### src/hw/rtl/f2f10_pkg.sv
// Widths and format constants for the float32 to 10-bit minifloat converter.
package f2f10_pkg;

  localparam int F32_W  = 32;
  localparam int FP10_W = 16;
  localparam int MAG_W  = F32_W - 1;
  localparam int CODE_W = 9;

  localparam logic [FP10_W-1:0] SIGN_FILL      = 16'hfe00;
  localparam logic [CODE_W-1:0] FP10_INF_CODE  = 9'h1f0;
  localparam logic [CODE_W-1:0] FP10_NAN_CODE  = 9'h1f1;
  localparam logic [MAG_W-1:0]  MAG_INF_LIMIT  = 31'h477c0000;
  localparam logic [MAG_W-1:0]  MAG_ZERO_LIMIT = 31'h36000000;
  localparam logic [MAG_W-1:0]  F32_INF_MAG    = 31'h7f800000;
  localparam logic [7:0]        NORM_MIN_EXP   = 8'd113;
  localparam logic [7:0]        NORM_EXP_OFS   = 8'd112;
  localparam logic [7:0]        DEN_SHIFT_BASE = 8'd132;

endpackage

### src/hw/rtl/f2f10_stage.sv
// One valid/ready register stage that holds a word until downstream takes it.
module f2f10_stage
  import f2f10_pkg::*;
#(
  parameter int Width = F32_W
) (
  input  logic             clk,
  input  logic             rst,
  input  logic             up_valid,
  output logic             up_ready,
  input  logic [Width-1:0] up_data,
  output logic             dn_valid,
  input  logic             dn_ready,
  output logic [Width-1:0] dn_data
);

  logic             full;
  logic [Width-1:0] held;

  // Take a new word when empty or when the held one leaves this cycle.
  assign up_ready = !full || dn_ready;
  assign dn_valid = full;
  assign dn_data  = held;

  always_ff @(posedge clk) begin
    if (rst) begin
      full <= 1'b0;
    end else if (up_ready) begin
      full <= up_valid;
    end
    if (up_valid && up_ready) begin
      held <= up_data;
    end
  end

endmodule

### src/hw/rtl/f2f10_core.sv
// Combinational float32 to 10-bit minifloat conversion, round to nearest even.
module f2f10_core
  import f2f10_pkg::*;
(
  input  logic [F32_W-1:0]  float_bits,
  output logic [FP10_W-1:0] fp10_word
);

  logic              sign;
  logic [MAG_W-1:0]  mag;
  logic [7:0]        expo;
  logic [22:0]       frac;
  logic [23:0]       mant;
  logic [4:0]        sh;
  logic [4:0]        sh_m1;
  logic [23:0]       rsh;
  logic              den_sticky;
  logic              den_inc;
  logic [4:0]        den_q;
  logic              nrm_inc;
  logic [CODE_W-1:0] nrm_code;
  logic [CODE_W-1:0] code;

  assign sign = float_bits[F32_W-1];
  assign mag  = float_bits[MAG_W-1:0];
  assign expo = mag[30:23];
  assign frac = mag[22:0];
  assign mant = {1'b1, frac};

  // Denormal range: exponent 108..112 gives a right shift of 20..24.
  assign sh         = 5'(DEN_SHIFT_BASE - expo);
  assign sh_m1      = sh - 5'd1;
  assign rsh        = mant >> sh_m1;
  assign den_sticky = |(mant & ~({24{1'b1}} << sh_m1));
  assign den_inc    = rsh[0] && (rsh[1] || den_sticky);
  assign den_q      = {1'b0, rsh[4:1]} + {4'b0, den_inc};

  // Normal range: round bit 18, sticky below it; carry may bump the exponent.
  assign nrm_inc  = frac[18] && (frac[19] || (|frac[17:0]));
  assign nrm_code = {5'(expo - NORM_EXP_OFS), 4'b0} + {5'b0, frac[22:19]}
                  + {8'b0, nrm_inc};

  always_comb begin
    if (mag > F32_INF_MAG) begin
      code = FP10_NAN_CODE;
    end else if (mag >= MAG_INF_LIMIT) begin
      code = FP10_INF_CODE;
    end else if (mag <= MAG_ZERO_LIMIT) begin
      code = '0;
    end else if (expo < NORM_MIN_EXP) begin
      code = {4'b0, den_q};
    end else begin
      code = nrm_code;
    end
  end

  assign fp10_word = (sign ? SIGN_FILL : '0) | {7'b0, code};

endmodule

### src/hw/rtl/float32_to_fp10_convert.sv
// Top level: input register, conversion logic, result register.
//
//   channel | handshake          | word
//   --------+--------------------+------------------
//   input   | in_valid/in_ready  | float_bits [31:0]
//   output  | out_valid/out_ready| fp10_word  [15:0]
//
// Accepted words pass the input register, then the result register. The conversion logic
// between the registers sets the clock limit. One word per cycle while out_ready is high.
// Synchronous reset empties both registers.
// A stalled result holds while the input register still takes one more word.
module float32_to_fp10_convert
  import f2f10_pkg::*;
(
  input  logic              clk,
  input  logic              rst,
  input  logic              in_valid,
  output logic              in_ready,
  input  logic [F32_W-1:0]  float_bits,
  output logic              out_valid,
  input  logic              out_ready,
  output logic [FP10_W-1:0] fp10_word
);

  logic              mid_valid;
  logic              mid_ready;
  logic [F32_W-1:0]  mid_bits;
  logic [FP10_W-1:0] conv_word;

  f2f10_stage #(.Width(F32_W)) u_in_stage (
    .clk      (clk),
    .rst      (rst),
    .up_valid (in_valid),
    .up_ready (in_ready),
    .up_data  (float_bits),
    .dn_valid (mid_valid),
    .dn_ready (mid_ready),
    .dn_data  (mid_bits)
  );

  f2f10_core u_core (
    .float_bits (mid_bits),
    .fp10_word  (conv_word)
  );

  f2f10_stage #(.Width(FP10_W)) u_out_stage (
    .clk      (clk),
    .rst      (rst),
    .up_valid (mid_valid),
    .up_ready (mid_ready),
    .up_data  (conv_word),
    .dn_valid (out_valid),
    .dn_ready (out_ready),
    .dn_data  (fp10_word)
  );

endmodule

### config.mk
export PLATFORM = sky130hd
export DESIGN_NAME = float32_to_fp10_convert
export DESIGN_NICKNAME = d
export VERILOG_FILES = /design/src/hw/rtl/f2f10_pkg.sv /design/src/hw/rtl/f2f10_stage.sv /design/src/hw/rtl/f2f10_core.sv /design/src/hw/rtl/float32_to_fp10_convert.sv
export SDC_FILE = /design/constraint.sdc
export NUM_CORES = 1
export LEC_CHECK = 0
export ABC_AREA = 1
export BUFFER_PORTS_ARGS = -buffer_cell sky130_fd_sc_hd__buf_2
export CAP_MARGIN = 0
export CORE_AREA = 2 2 99 101
export DETAILED_ROUTE_END_ITERATION = 16
export DIE_AREA = 0 0 101 103
export GPL_TIMING_DRIVEN = 0
export PLACE_DENSITY = 0.52
export SYNTH_ARGS = -nofsm -noshare
export SYNTH_HDL_FRONTEND = slang
export SYNTH_SLANG_ARGS = --single-unit
### constraint.sdc
create_clock -name clk -period 4 [get_ports clk]
set_input_delay 0.8 -clock clk [delete_from_list [all_inputs] [get_ports clk]]
set_output_delay 0.8 -clock clk [all_outputs]
set_load 0.02 [all_outputs]
==> results of run 1 <==
[final cells by class]
type	instances	area share (%)
clock inverter	3	1.149
timing repair buffer	53	7.165
inverter	49	5.035
multi-input combinational	331	42.07
clock buffer	5	1.859
sequential	44	35.15
buffer	18	3.717
tap	114	3.853
[report_power, final]
part	switching (mW)	internal, mW
clock	0.162	0.185
combinational	0.176	0.0932
sequential	0.0242	0.537
total	0.363	0.815
[per-stage QoR]
stage          setup WS, ps  area, sq um  hold WS, ps
3_3_place_gp          764.7         3591        403.8
5_1_grt               470.1         3702        436.4
3_5_place_dp          739.8         3591        406.1
4_1_cts               717.1         3702        427.4
2_1_floorplan          1253         3183        400.3
6_report              729.1         3702        427.8
[final timing paths]
kind / end / slack, ps / cells after the start
setup / recovery: u_out_stage.dn_data[2]$_SDFFCE_PP0P_ / 730 / 16
hold / removal: u_out_stage.dn_data[14]$_DFFE_PP_ / 430 / 0
setup reg to reg: u_out_stage.dn_data[2]$_SDFFCE_PP0P_ / 730 / 16
hold reg to reg: u_out_stage.dn_data[14]$_DFFE_PP_ / 430 / 0
[layer usage]
metal  track usage (%)  vias up  wire length (microns)
met3             2.780       10                    546
met2             29.44      117                   4173
met5                 0        -                      0
met4             5.198        0                    105
li1                  -     1566                      -
met1             22.74     1383                   3980
[worst register-to-register path, cell delays in order, from the launching register on]
cell      delay, ps
edfxtp_1        530
inv_2           170
buf_2           270
ha_1            210
inv_1            60
ha_1            310
buf_2           190
nand2_1         200
inv_1           140
nand2_1         100
nand3_1         100
nand2_1         120
inv_1            60
ha_1            220
xor2_1          170
o21ai_1         120
inv_1            60
[logic make-up after synthesis]
group | count (synthesis) | share of synthesized area [%]
adder cells (fa/ha/maj) | 7 | 2.751
buffers and inverters | 67 | 10.18
AND/OR/NAND/NOR | 279 | 38.25
XOR/XNOR | 4 | 1.101
AO/OA/AOI/OAI | 41 | 6.840
flip-flops | 44 | 40.88
[layout by cell type, fill, tap and decap left out, types with 2 or more instances in the layout]
cell type and n:
nand2_1 164, buf_2 58, nand3_1 54, inv_1 44
edfxtp_1 42, nor2_1 31, o21ai_0 18, nand4_1 12
a21oi_1 10, o21ai_1 8, buf_4 7, ha_1 7
buf_6 5, clkbuf_8 5, inv_2 4, nor2_4 3
nor3_1 3, xor2_1 3, nor2_2 3, nand2_2 2
nor3_2 2, o31ai_1 2, dfxtp_1 2
[flip-flops by register name (all words and copies together) (netlist names)]
signal                flops
u_out_stage.dn_valid      1
u_in_stage.dn_data       32
u_out_stage.dn_data      10
u_in_stage.dn_valid       1
==> results.cfg, run 1 <==
[power]
irDropWorstVdd_v = 0.0001610
powerDensity_mw_per_mm2 = 318.2
p_leak_nw = 1.768
report.power.total_mw = 1.178

[critical_path]
cp-end-kind = register
startpoint = u_in_stage.dn_data[25]$_DFFE_PP_
path_buf_inv = 7
path_max_fanout = 10
cp_top_family = buffers and inverters
cp.required_ps = 4060
start_kind = register
crit_chain = inv_2 -> buf_2 -> ha_1 -> inv_1 -> ha_1 -> buf_2 -> nand2_1 -> inv_1 -> nand2_1 -> nand3_1 -> nand2_1 -> inv_1 -> ha_1 -> xor2_1 -> o21ai_1 -> inv_1
worst_path_max_delay_cell = edfxtp_1
criticalPathCategory = reg -> reg
cp.arrival_ps = 3330
r2r-start = u_in_stage.dn_data[25]$_DFFE_PP_
crit_top_cell = inv_1
max_stage_delay_ps = 530

[logic_synthesis]
postSynthCellCount = 442
synth_async_sr_flop_share_pct = 0
synth_cell_types = 33
synthTopCellsByCount = 164 x nand2_1, 54 x nand3_1, 44 x inv_1
ys.warnings.count = 0
synth.avg_cell_area_sq_um = 7.201
yosys.area.top_type = edfxtp_1
synth-edff-count = 42
ys_seq_area_share_pct = 40.88
ys_ff_latch = 44
synth_ff_type = edfxtp_1
netlist_area_sq_mm = 0.003183
synth_top_area_share_pct = 39.62
synth_most_common_cell = nand2_1
synthesis.nets = 485
yosys-top-cells-area = edfxtp_1 40%, nand2_1 19%, nand3_1 8.5%

[detailed_routing]
first_iter_violations = 251
post-route-drc-count = 0
finalWirelength_microns = 8806
wl_per_cell_microns = 14.27
ant_nets = 0
num_vias = 3076
dr.pass1.iters = 5
via_per_inst = 4.985

[clock_network]
cts.clk_slew.worst_paths_ps = 90
cts_setup_buffers = 0
cts_inserted_buffers = 5
cts_tree = built
clock-sinks = 44
ctsResizeCount = 0
cts_max_level = 2
root_buffer = clkbuf_8
holdBufCountCts = 0
insertion_delay_ps = 300
clockBufferDepth = 2

[sta]
clock_skew_ps = 7.477
setup_tns_ps = 0
setup_violations = 0
hold_viol = 0
rsz0062_at_grt = false
fmax_mhz = 305.7
slew_viol_final = 0
worst_pin_slew_ps = 1195
finalCriticalPeriod_ps = 3271
period_share_pct = 81.77
slew_headroom_pct = 20.27

[global_route]
grt_pass1_vias = 2881
grt_max_degree = 33
antenna_found_initial = 0
grt_pass1_wl_microns = 13910
grt_overflow = 0
track_usage_pct = 17.30

[die]
core-area_sq_mm = 0.009459
fp.dieW_microns = 101
io_pins = 54
die_h_microns = 103
initial_utilization_pct = 33.65
dieArea_sq_mm = 0.01040
rows = 36

[finish]
ff_latch_area_sq_mm = 0.001301
multi_input_area_sq_mm = 0.001558
fin_util_pct = 39.14
n_fill_cell = 1014
drive_gt1_share_pct = 18.89
fin_cells = 617
area_growth_pct = 16.31
n_antenna_cell = 0
nNetsFinal = 545

[place]
place_congestion = 0.9100
hpwlAfterDp_microns = 6810
placed_cells = 609
port_buffers = 53

[run]
drv_cap = 0

[status]
outcome = finished clean

[min_path]
min-delay-start = u_in_stage.dn_data[31]$_DFFE_PP_
hp-class = reg -> reg
Note: power is estimated with default switching activity, not from simulation.
==> inputs of run 2 (changes only) <==
Settings changed: ABC_AREA 1 to 0, CORE_AREA 2 2 99 101 to 2 2 96 98, DIE_AREA 0 0 101 103 to 0 0 98 100.
Clock period 4 ns to 3.25 ns, I/O delays scaled along.
==> results.cfg, run 2 <==
[die]
io_pins = 54
rows = 35
dieArea_sq_mm = 0.009800
die_h_microns = 100
core-area_sq_mm = 0.008890
initial_utilization_pct = 33.58
fp.dieW_microns = 98

[finish]
final_common_cell = buf_2
area_growth_pct = 20.03
nNetsFinal = 388
finalInstanceArea_sq_mm = 0.003583
largest_reg_flops = 32
drive_gt1_share_pct = 32.37
fin_cells = 457
n_antenna_cell = 0
final_cell_mix = 59 x buf_2, 42 x edfxtp_1, 23 x nor2_1, 15 x nand2_1, 15 x mux2i_1

[logic_synthesis]
synth-edff-count = 42
synth_ff_type = edfxtp_1
ys.warnings.count = 0
postSynthCellCount = 279
netlist_area_sq_mm = 0.002985
ys_ff_latch = 44
synth.avg_cell_area_sq_um = 10.70
synth_cell_types = 58
synth_top_area_share_pct = 42.25
yosys.area.top_type = edfxtp_1
synthesis.nets = 322
synth_async_sr_flop_share_pct = 0
ys_seq_area_share_pct = 43.59
yosys-top-cells-area = edfxtp_1 42%, mux2i_1 5.0%, mux4_2 4.5%
synthTopCellsByCount = 42 x edfxtp_1, 24 x nor2_1, 15 x mux2i_1, 15 x nand2_1, 14 x o21ai_0
synth_most_common_cell = edfxtp_1

[place]
postPlaceCellArea_sq_mm = 0.003390
port_buffers = 53
hpwlAfterDp_microns = 5836
place_congestion = 0.8962
placed_cells = 443
pre_cts_slack_ps = -799.0

[sta]
finalCriticalPeriod_ps = 3119
worst_pin_slew_ps = 805.0
slew_headroom_pct = 46.23
hold_viol = 0
fmax_mhz = 320.6
layout_setup_ws_ps = 130.6
clock_skew_ps = 15.29
period_share_pct = 95.98
setup_violations = 0
slew_viol_final = 0
rsz0062_at_grt = false

[power]
irDropWorstVdd_v = 0.0002201
powerDensity_mw_per_mm2 = 388.9
report.power.total_mw = 1.393
p_leak_nw = 1.355

[critical_path]
criticalPathCategory = reg -> reg
start_kind = register
cp.required_ps = 3400
cp-end-kind = register
path_max_fanout = 10
cp.arrival_ps = 3270
crit_chain = buf_4 -> inv_4 -> ha_2 -> inv_1 -> ha_4 -> clkbuf_2 -> nor2_4 -> o2bb2a_1 -> a22o_4 -> nor2_1 -> ha_1 -> nand2_1 -> o32a_1 -> o21ai_1
max_stage_delay_ps = 440
worst_path_max_delay_cell = edfxtp_1

[status]
outcome = finished clean

[detailed_routing]
first_iter_violations = 221
dr.pass1.iters = 5
post-route-drc-count = 0
finalWirelength_microns = 7879
wl_per_cell_microns = 17.24
via_per_inst = 5.646
num_vias = 2580
ant_nets = 0

[global_route]
grt_overflow = 0
grt_pass1_wl_microns = 12900
grt_pass1_vias = 2461
antenna_found_initial = 0
track_usage_pct = 16.60
grt_max_degree = 33

[run]
drv_cap = 0

[min_path]
hp-class = reg -> reg

[clock_network]
cts_inserted_buffers = 5
root_buffer = clkbuf_8
clockBufferDepth = 2
cts_tree = built
cts.clk_slew.worst_paths_ps = 80
cts_max_level = 2
insertion_delay_ps = 310
clock-sinks = 44
holdBufCountCts = 0
==> run 2: cell count changes after synthesis, moves of 7 or more <==
cell | before | now
nand2b_1 | 0 | 7
mux2i_1 | 0 | 15
nor4_1 | 1 | 9
nand2_1 | 164 | 15
o21ai_1 | 8 | 0
inv_1 | 44 | 8
nand3_1 | 54 | 8
nor2_1 | 31 | 24
nand4_1 | 12 | 3
mux2_2 | 0 | 8
==> run 2: repair_timing <==
action | CTS | global route
resized for setup | 7 | 9
pin swaps | 0 | 2
setup endpoints to repair | 5 | 1
setup buffers | 1 | 6
==> run 2: where the power goes <==
group,total [mW],switching (mW),internal [mW]
combinational,0.340,0.188,0.152
sequential,0.692,0.0314,0.661
clock,0.362,0.189,0.173
total,1.39,0.408,0.985
==> run 2: worst paths after layout <==
path | start | end | slack, ps | cells after the start
worst min-delay path | u_in_stage.dn_data[31]$_DFFE_PP_ | u_out_stage.dn_data[14]$_DFFE_PP_ | 440 | 0
worst max-delay path | u_in_stage.dn_data[25]$_DFFE_PP_ | u_out_stage.dn_data[4]$_SDFFCE_PP1P_ | 130 | 14
worst min register to register | u_in_stage.dn_data[31]$_DFFE_PP_ | u_out_stage.dn_data[14]$_DFFE_PP_ | 440 | 0
worst max register to register | u_in_stage.dn_data[25]$_DFFE_PP_ | u_out_stage.dn_data[4]$_SDFFCE_PP1P_ | 130 | 14
==> run 2: cells by family (layout without fill, tap and decap cells) <==
| logic type | count (synthesis) | after routing | synth area share (%) |
|---|---|---|---|
| DFF | 44 | 44 | 43.59 |
| buffers and inverters | 29 | 96 | 5.449 |
| adders and majority gates | 8 | 8 | 3.269 |
| AOI/OAI and AO/OA | 70 | 70 | 16.56 |
| and+or+nand+nor | 90 | 90 | 15.34 |
| xor gates and xnor gates | 8 | 8 | 2.347 |
| muxes | 30 | 30 | 13.45 |
==> run 2: per-stage QoR <==
stage / utilization, % / hold WS (ps) / setup TNS, ps
floorplan: - / 400.3 / 0
global placement: 38.13 / 404.0 / -3146
detailed placement: 38.13 / 436.2 / -2802
CTS: 39.49 / 456.8 / 0
global route: 40.31 / 455.7 / 0
finish: 40.31 / 444.1 / 0
==> run 2: critical path: cells and delay by family (launching register included) <==
family	cells	cell delay (ps)
adder cells (fa/ha/maj)	3	690
AO/OA/AOI/OAI	4	980
buffers and inverters	4	560
AND/OR/NAND/NOR	3	290
flip-flops	1	440
==> run 2: area by class of cell <==
class	instances	area, sq um
Buffer	20	132.6
Clock buffer	7	86.33
Clock inverter	1	7.507
Fill cell	871	5306
Inverter	8	36.28
Multi-Input combinational cell	206	1565
Sequential cell	44	1301
Tap cell	111	138.9
Timing Repair Buffer	60	315.3
==> run 2: metal layers <==
metal  part of all wire, %  vias to the layer above  GRT usage, %
met1                    45                     1242         22.49
met5                     0                        -             0
met2                    47                      109         26.98
met3                   5.1                       21         2.577
li1                      -                     1208             -
met4                   2.3                        0         6.303
==> inputs of run 3 (changes only) <==
Settings changed: CORE_AREA 2 2 96 98 to 2 2 100 102, DIE_AREA 0 0 98 100 to 0 0 102 104, SYNTH_HIERARCHICAL set to 1.
==> results.cfg, run 3 <==
[status]
outcome = finished, violations left
failed_checks = setup timing

[critical_path]
max_stage_delay_ps = 530
start_kind = register
crit_chain = buf_8 -> inv_8 -> ha_4 -> inv_2 -> ha_4 -> inv_4 -> mux4_2 -> or3_4 -> o311ai_4 -> and2_1 -> ha_2 -> nand2_1 -> or4b_1 -> o211ai_1
worst_path_max_delay_cell = mux4_2
cp-end-kind = register
crit_top_cell = ha_4
cp.arrival_ps = 3540
cp.required_ps = 3410
criticalPathCategory = reg -> reg
path_max_fanout = 4

[logic_synthesis]
yosys-top-cells-area = edfxtp_1 45%, mux4_2 7.0%, mux2i_1 4.3%
synthesis.nets = 321
synth_cell_types = 67
netlist_area_sq_mm = 0.003237
yosys.area.top_type = edfxtp_1
postSynthCellCount = 278
synthTopCellsByCount = 48 x edfxtp_1, 17 x o21ai_0, 15 x nand2_1
ys_seq_area_share_pct = 45.77
synth_most_common_cell = edfxtp_1
synth.avg_cell_area_sq_um = 11.64
synth-edff-count = 48
ys_ff_latch = 50
ys.warnings.count = 6
synth_top_area_share_pct = 44.53
synth_ff_type = edfxtp_1
synth_async_sr_flop_share_pct = 0

[detailed_routing]
finalWirelength_microns = 7950
via_per_inst = 5.224
route.met2.wl_microns = 3669
dr.pass1.iters = 4
first_iter_violations = 207
top_layer_used = met4
wl_per_cell_microns = 16.49
post-route-drc-count = 0
ant_nets = 0
num_vias = 2518
wl_met3_microns = 552
wl_met1_microns = 3444

[die]
initial_utilization_pct = 33.90
die_h_microns = 104
rows = 36
dieArea_sq_mm = 0.01061
fp.dieW_microns = 102
core-area_sq_mm = 0.009549
io_pins = 54

[sta]
hold_viol = 0
clock_skew_ps = 3.640
slew_viol_final = 0
setup_violations = 1
worst_pin_slew_ps = 744.5
fmax_mhz = 296.1
rsz0062_at_grt = true
period_share_pct = 103.9
slew_headroom_pct = 49.91
finalCriticalPeriod_ps = 3377
layout_setup_ws_ps = -126.9

[clock_network]
insertion_delay_ps = 310
clock-sinks = 50
cts_inserted_buffers = 5
clockBufferDepth = 2
root_buffer = clkbuf_8
cts.clk_slew.worst_paths_ps = 90
cts_max_level = 2
cts_tree = built

[global_route]
antenna_found_initial = 0
grt_pass1_vias = 2569
track_usage_pct = 15.83
grt_pass1_wl_microns = 13010
grt_overflow = 0
grt_max_degree = 33

[place]
pre_cts_slack_ps = -359.9
place_congestion = 0.8939
postPlaceCellArea_sq_mm = 0.003719
hpwlAfterDp_microns = 5916
port_buffers = 53

[finish]
largest_reg_flops = 32
n_fill_cell = 959
finalInstanceArea_sq_mm = 0.003938
nNetsFinal = 391
n_antenna_cell = 0
area_growth_pct = 21.65
final_cell_mix = 56 x buf_2, 48 x edfxtp_1, 18 x buf_4, 17 x o21ai_0, 15 x nand2_1
drive_gt1_share_pct = 34.67
final_common_cell = buf_2

[run]
drv_cap = 0

[min_path]
hp-class = in -> reg

[power]
powerDensity_mw_per_mm2 = 404.7
p_leak_nw = 1.510
irDropWorstVdd_v = 0.0002598
[run 3: cell types whose count changed in the layout (fill, tap and decap cells not counted), sizes merged, moves of 4 or more]
cell | before | now
a21oi | 10 | 16
a31o | 4 | 0
buf | 74 | 79
edfxtp | 42 | 48
inv | 7 | 14
mux2 | 8 | 4
mux4 | 7 | 13
nand2b | 7 | 3
nor2 | 24 | 14
nor2b | 6 | 1
nor4 | 9 | 3
o22ai | 6 | 1
[run 3: layout make-up]
type	count	area, sq um	share of cell area [%]
Multi-Input combinational cell	190	1600	40.64
Sequential cell	50	1481	37.62
Timing Repair Buffer	64	360.3	9.152
Tap cell	133	166.4	4.226
Buffer	24	152.6	3.877
Clock buffer	5	68.82	1.748
Inverter	13	58.81	1.493
Clock inverter	3	48.80	1.239
[run 3: routing by layer]
layer / vias to the layer above / global-route usage, %
li1: 1219 / -
met1: 1177 / 20.73
met2: 100 / 23.78
met3: 22 / 4.032
met4: 0 / 8.571
met5: - / 0
[run 3: critical path, delay by kind of cell, from the launching register on]
family | cells | cell delay (ps)
compound gates | 2 | 200
flops | 1 | 430
buf+inv | 4 | 310
simple gates | 4 | 1160
mux | 1 | 530
fa+ha+maj | 3 | 570
[run 3: worst paths after layout]
check | start | end | slack, ps | depth (start not counted)
setup reg to reg | u_in_stage/dn_data[25]$_DFFE_PP_ | u_out_stage/dn_data[4]$_DFFE_PP_ | -130 | 14
setup / recovery | u_in_stage/dn_data[25]$_DFFE_PP_ | u_out_stage/dn_data[4]$_DFFE_PP_ | -130 | 14
hold reg to reg | u_in_stage/dn_valid$_SDFFE_PP0P_ | u_out_stage/dn_valid$_SDFFE_PP0P_ | 510 | 2
hold / removal | float_bits[18] | u_in_stage/dn_data[18]$_DFFE_PP_ | 500 | 1
[run 3: kinds of logic (layout without fill, tap and decap cells)]
| kind of cell | after synthesis | after routing | synth area share [%] |
|---|---|---|---|
| XOR/XNOR | 8 | 8 | 2.165 |
| AO/OA/AOI/OAI | 66 | 66 | 14.34 |
| buffers and inverters | 38 | 109 | 5.953 |
| multiplexers | 31 | 31 | 15.11 |
| AND/OR/NAND/NOR | 78 | 78 | 13.95 |
| flip-flops | 50 | 50 | 45.77 |
| adder cells (fa/ha/maj) | 7 | 7 | 2.706 |
[run 3: report_power, final]
part / total (mW) / leakage [nW] / internal, mW / switching [mW]
combinational: 0.359 / 0.975 / 0.167 / 0.192
sequential: 0.781 / 0.479 / 0.750 / 0.0306
clock: 0.454 / 0.0563 / 0.234 / 0.220
[run 3: metrics by stage]
step	hold WS (ps)	power, mW	setup TNS (ps)	std cells	util (%)
after floorplan	474.2	1.028	-12.98	278	-
after global routing	480.7	1.685	-296.5	482	41.23
after global placement	486.3	1.128	-505.8	464	38.94
final	503.2	1.593	-126.9	482	41.23
after detailed placement	494.3	1.129	-649.0	464	38.94
after CTS	491.6	1.594	-129.7	476	40.67
[run 3: repair_timing]
item / in CTS / in global routing
endpoints found under the setup margin: 4 / 3
hold buffers: 0 / 0
gates resized for setup: 4 / 5
setup buffers: 4 / 7
pin swaps: 0 / 3
hold endpoints to repair: 0 / 0
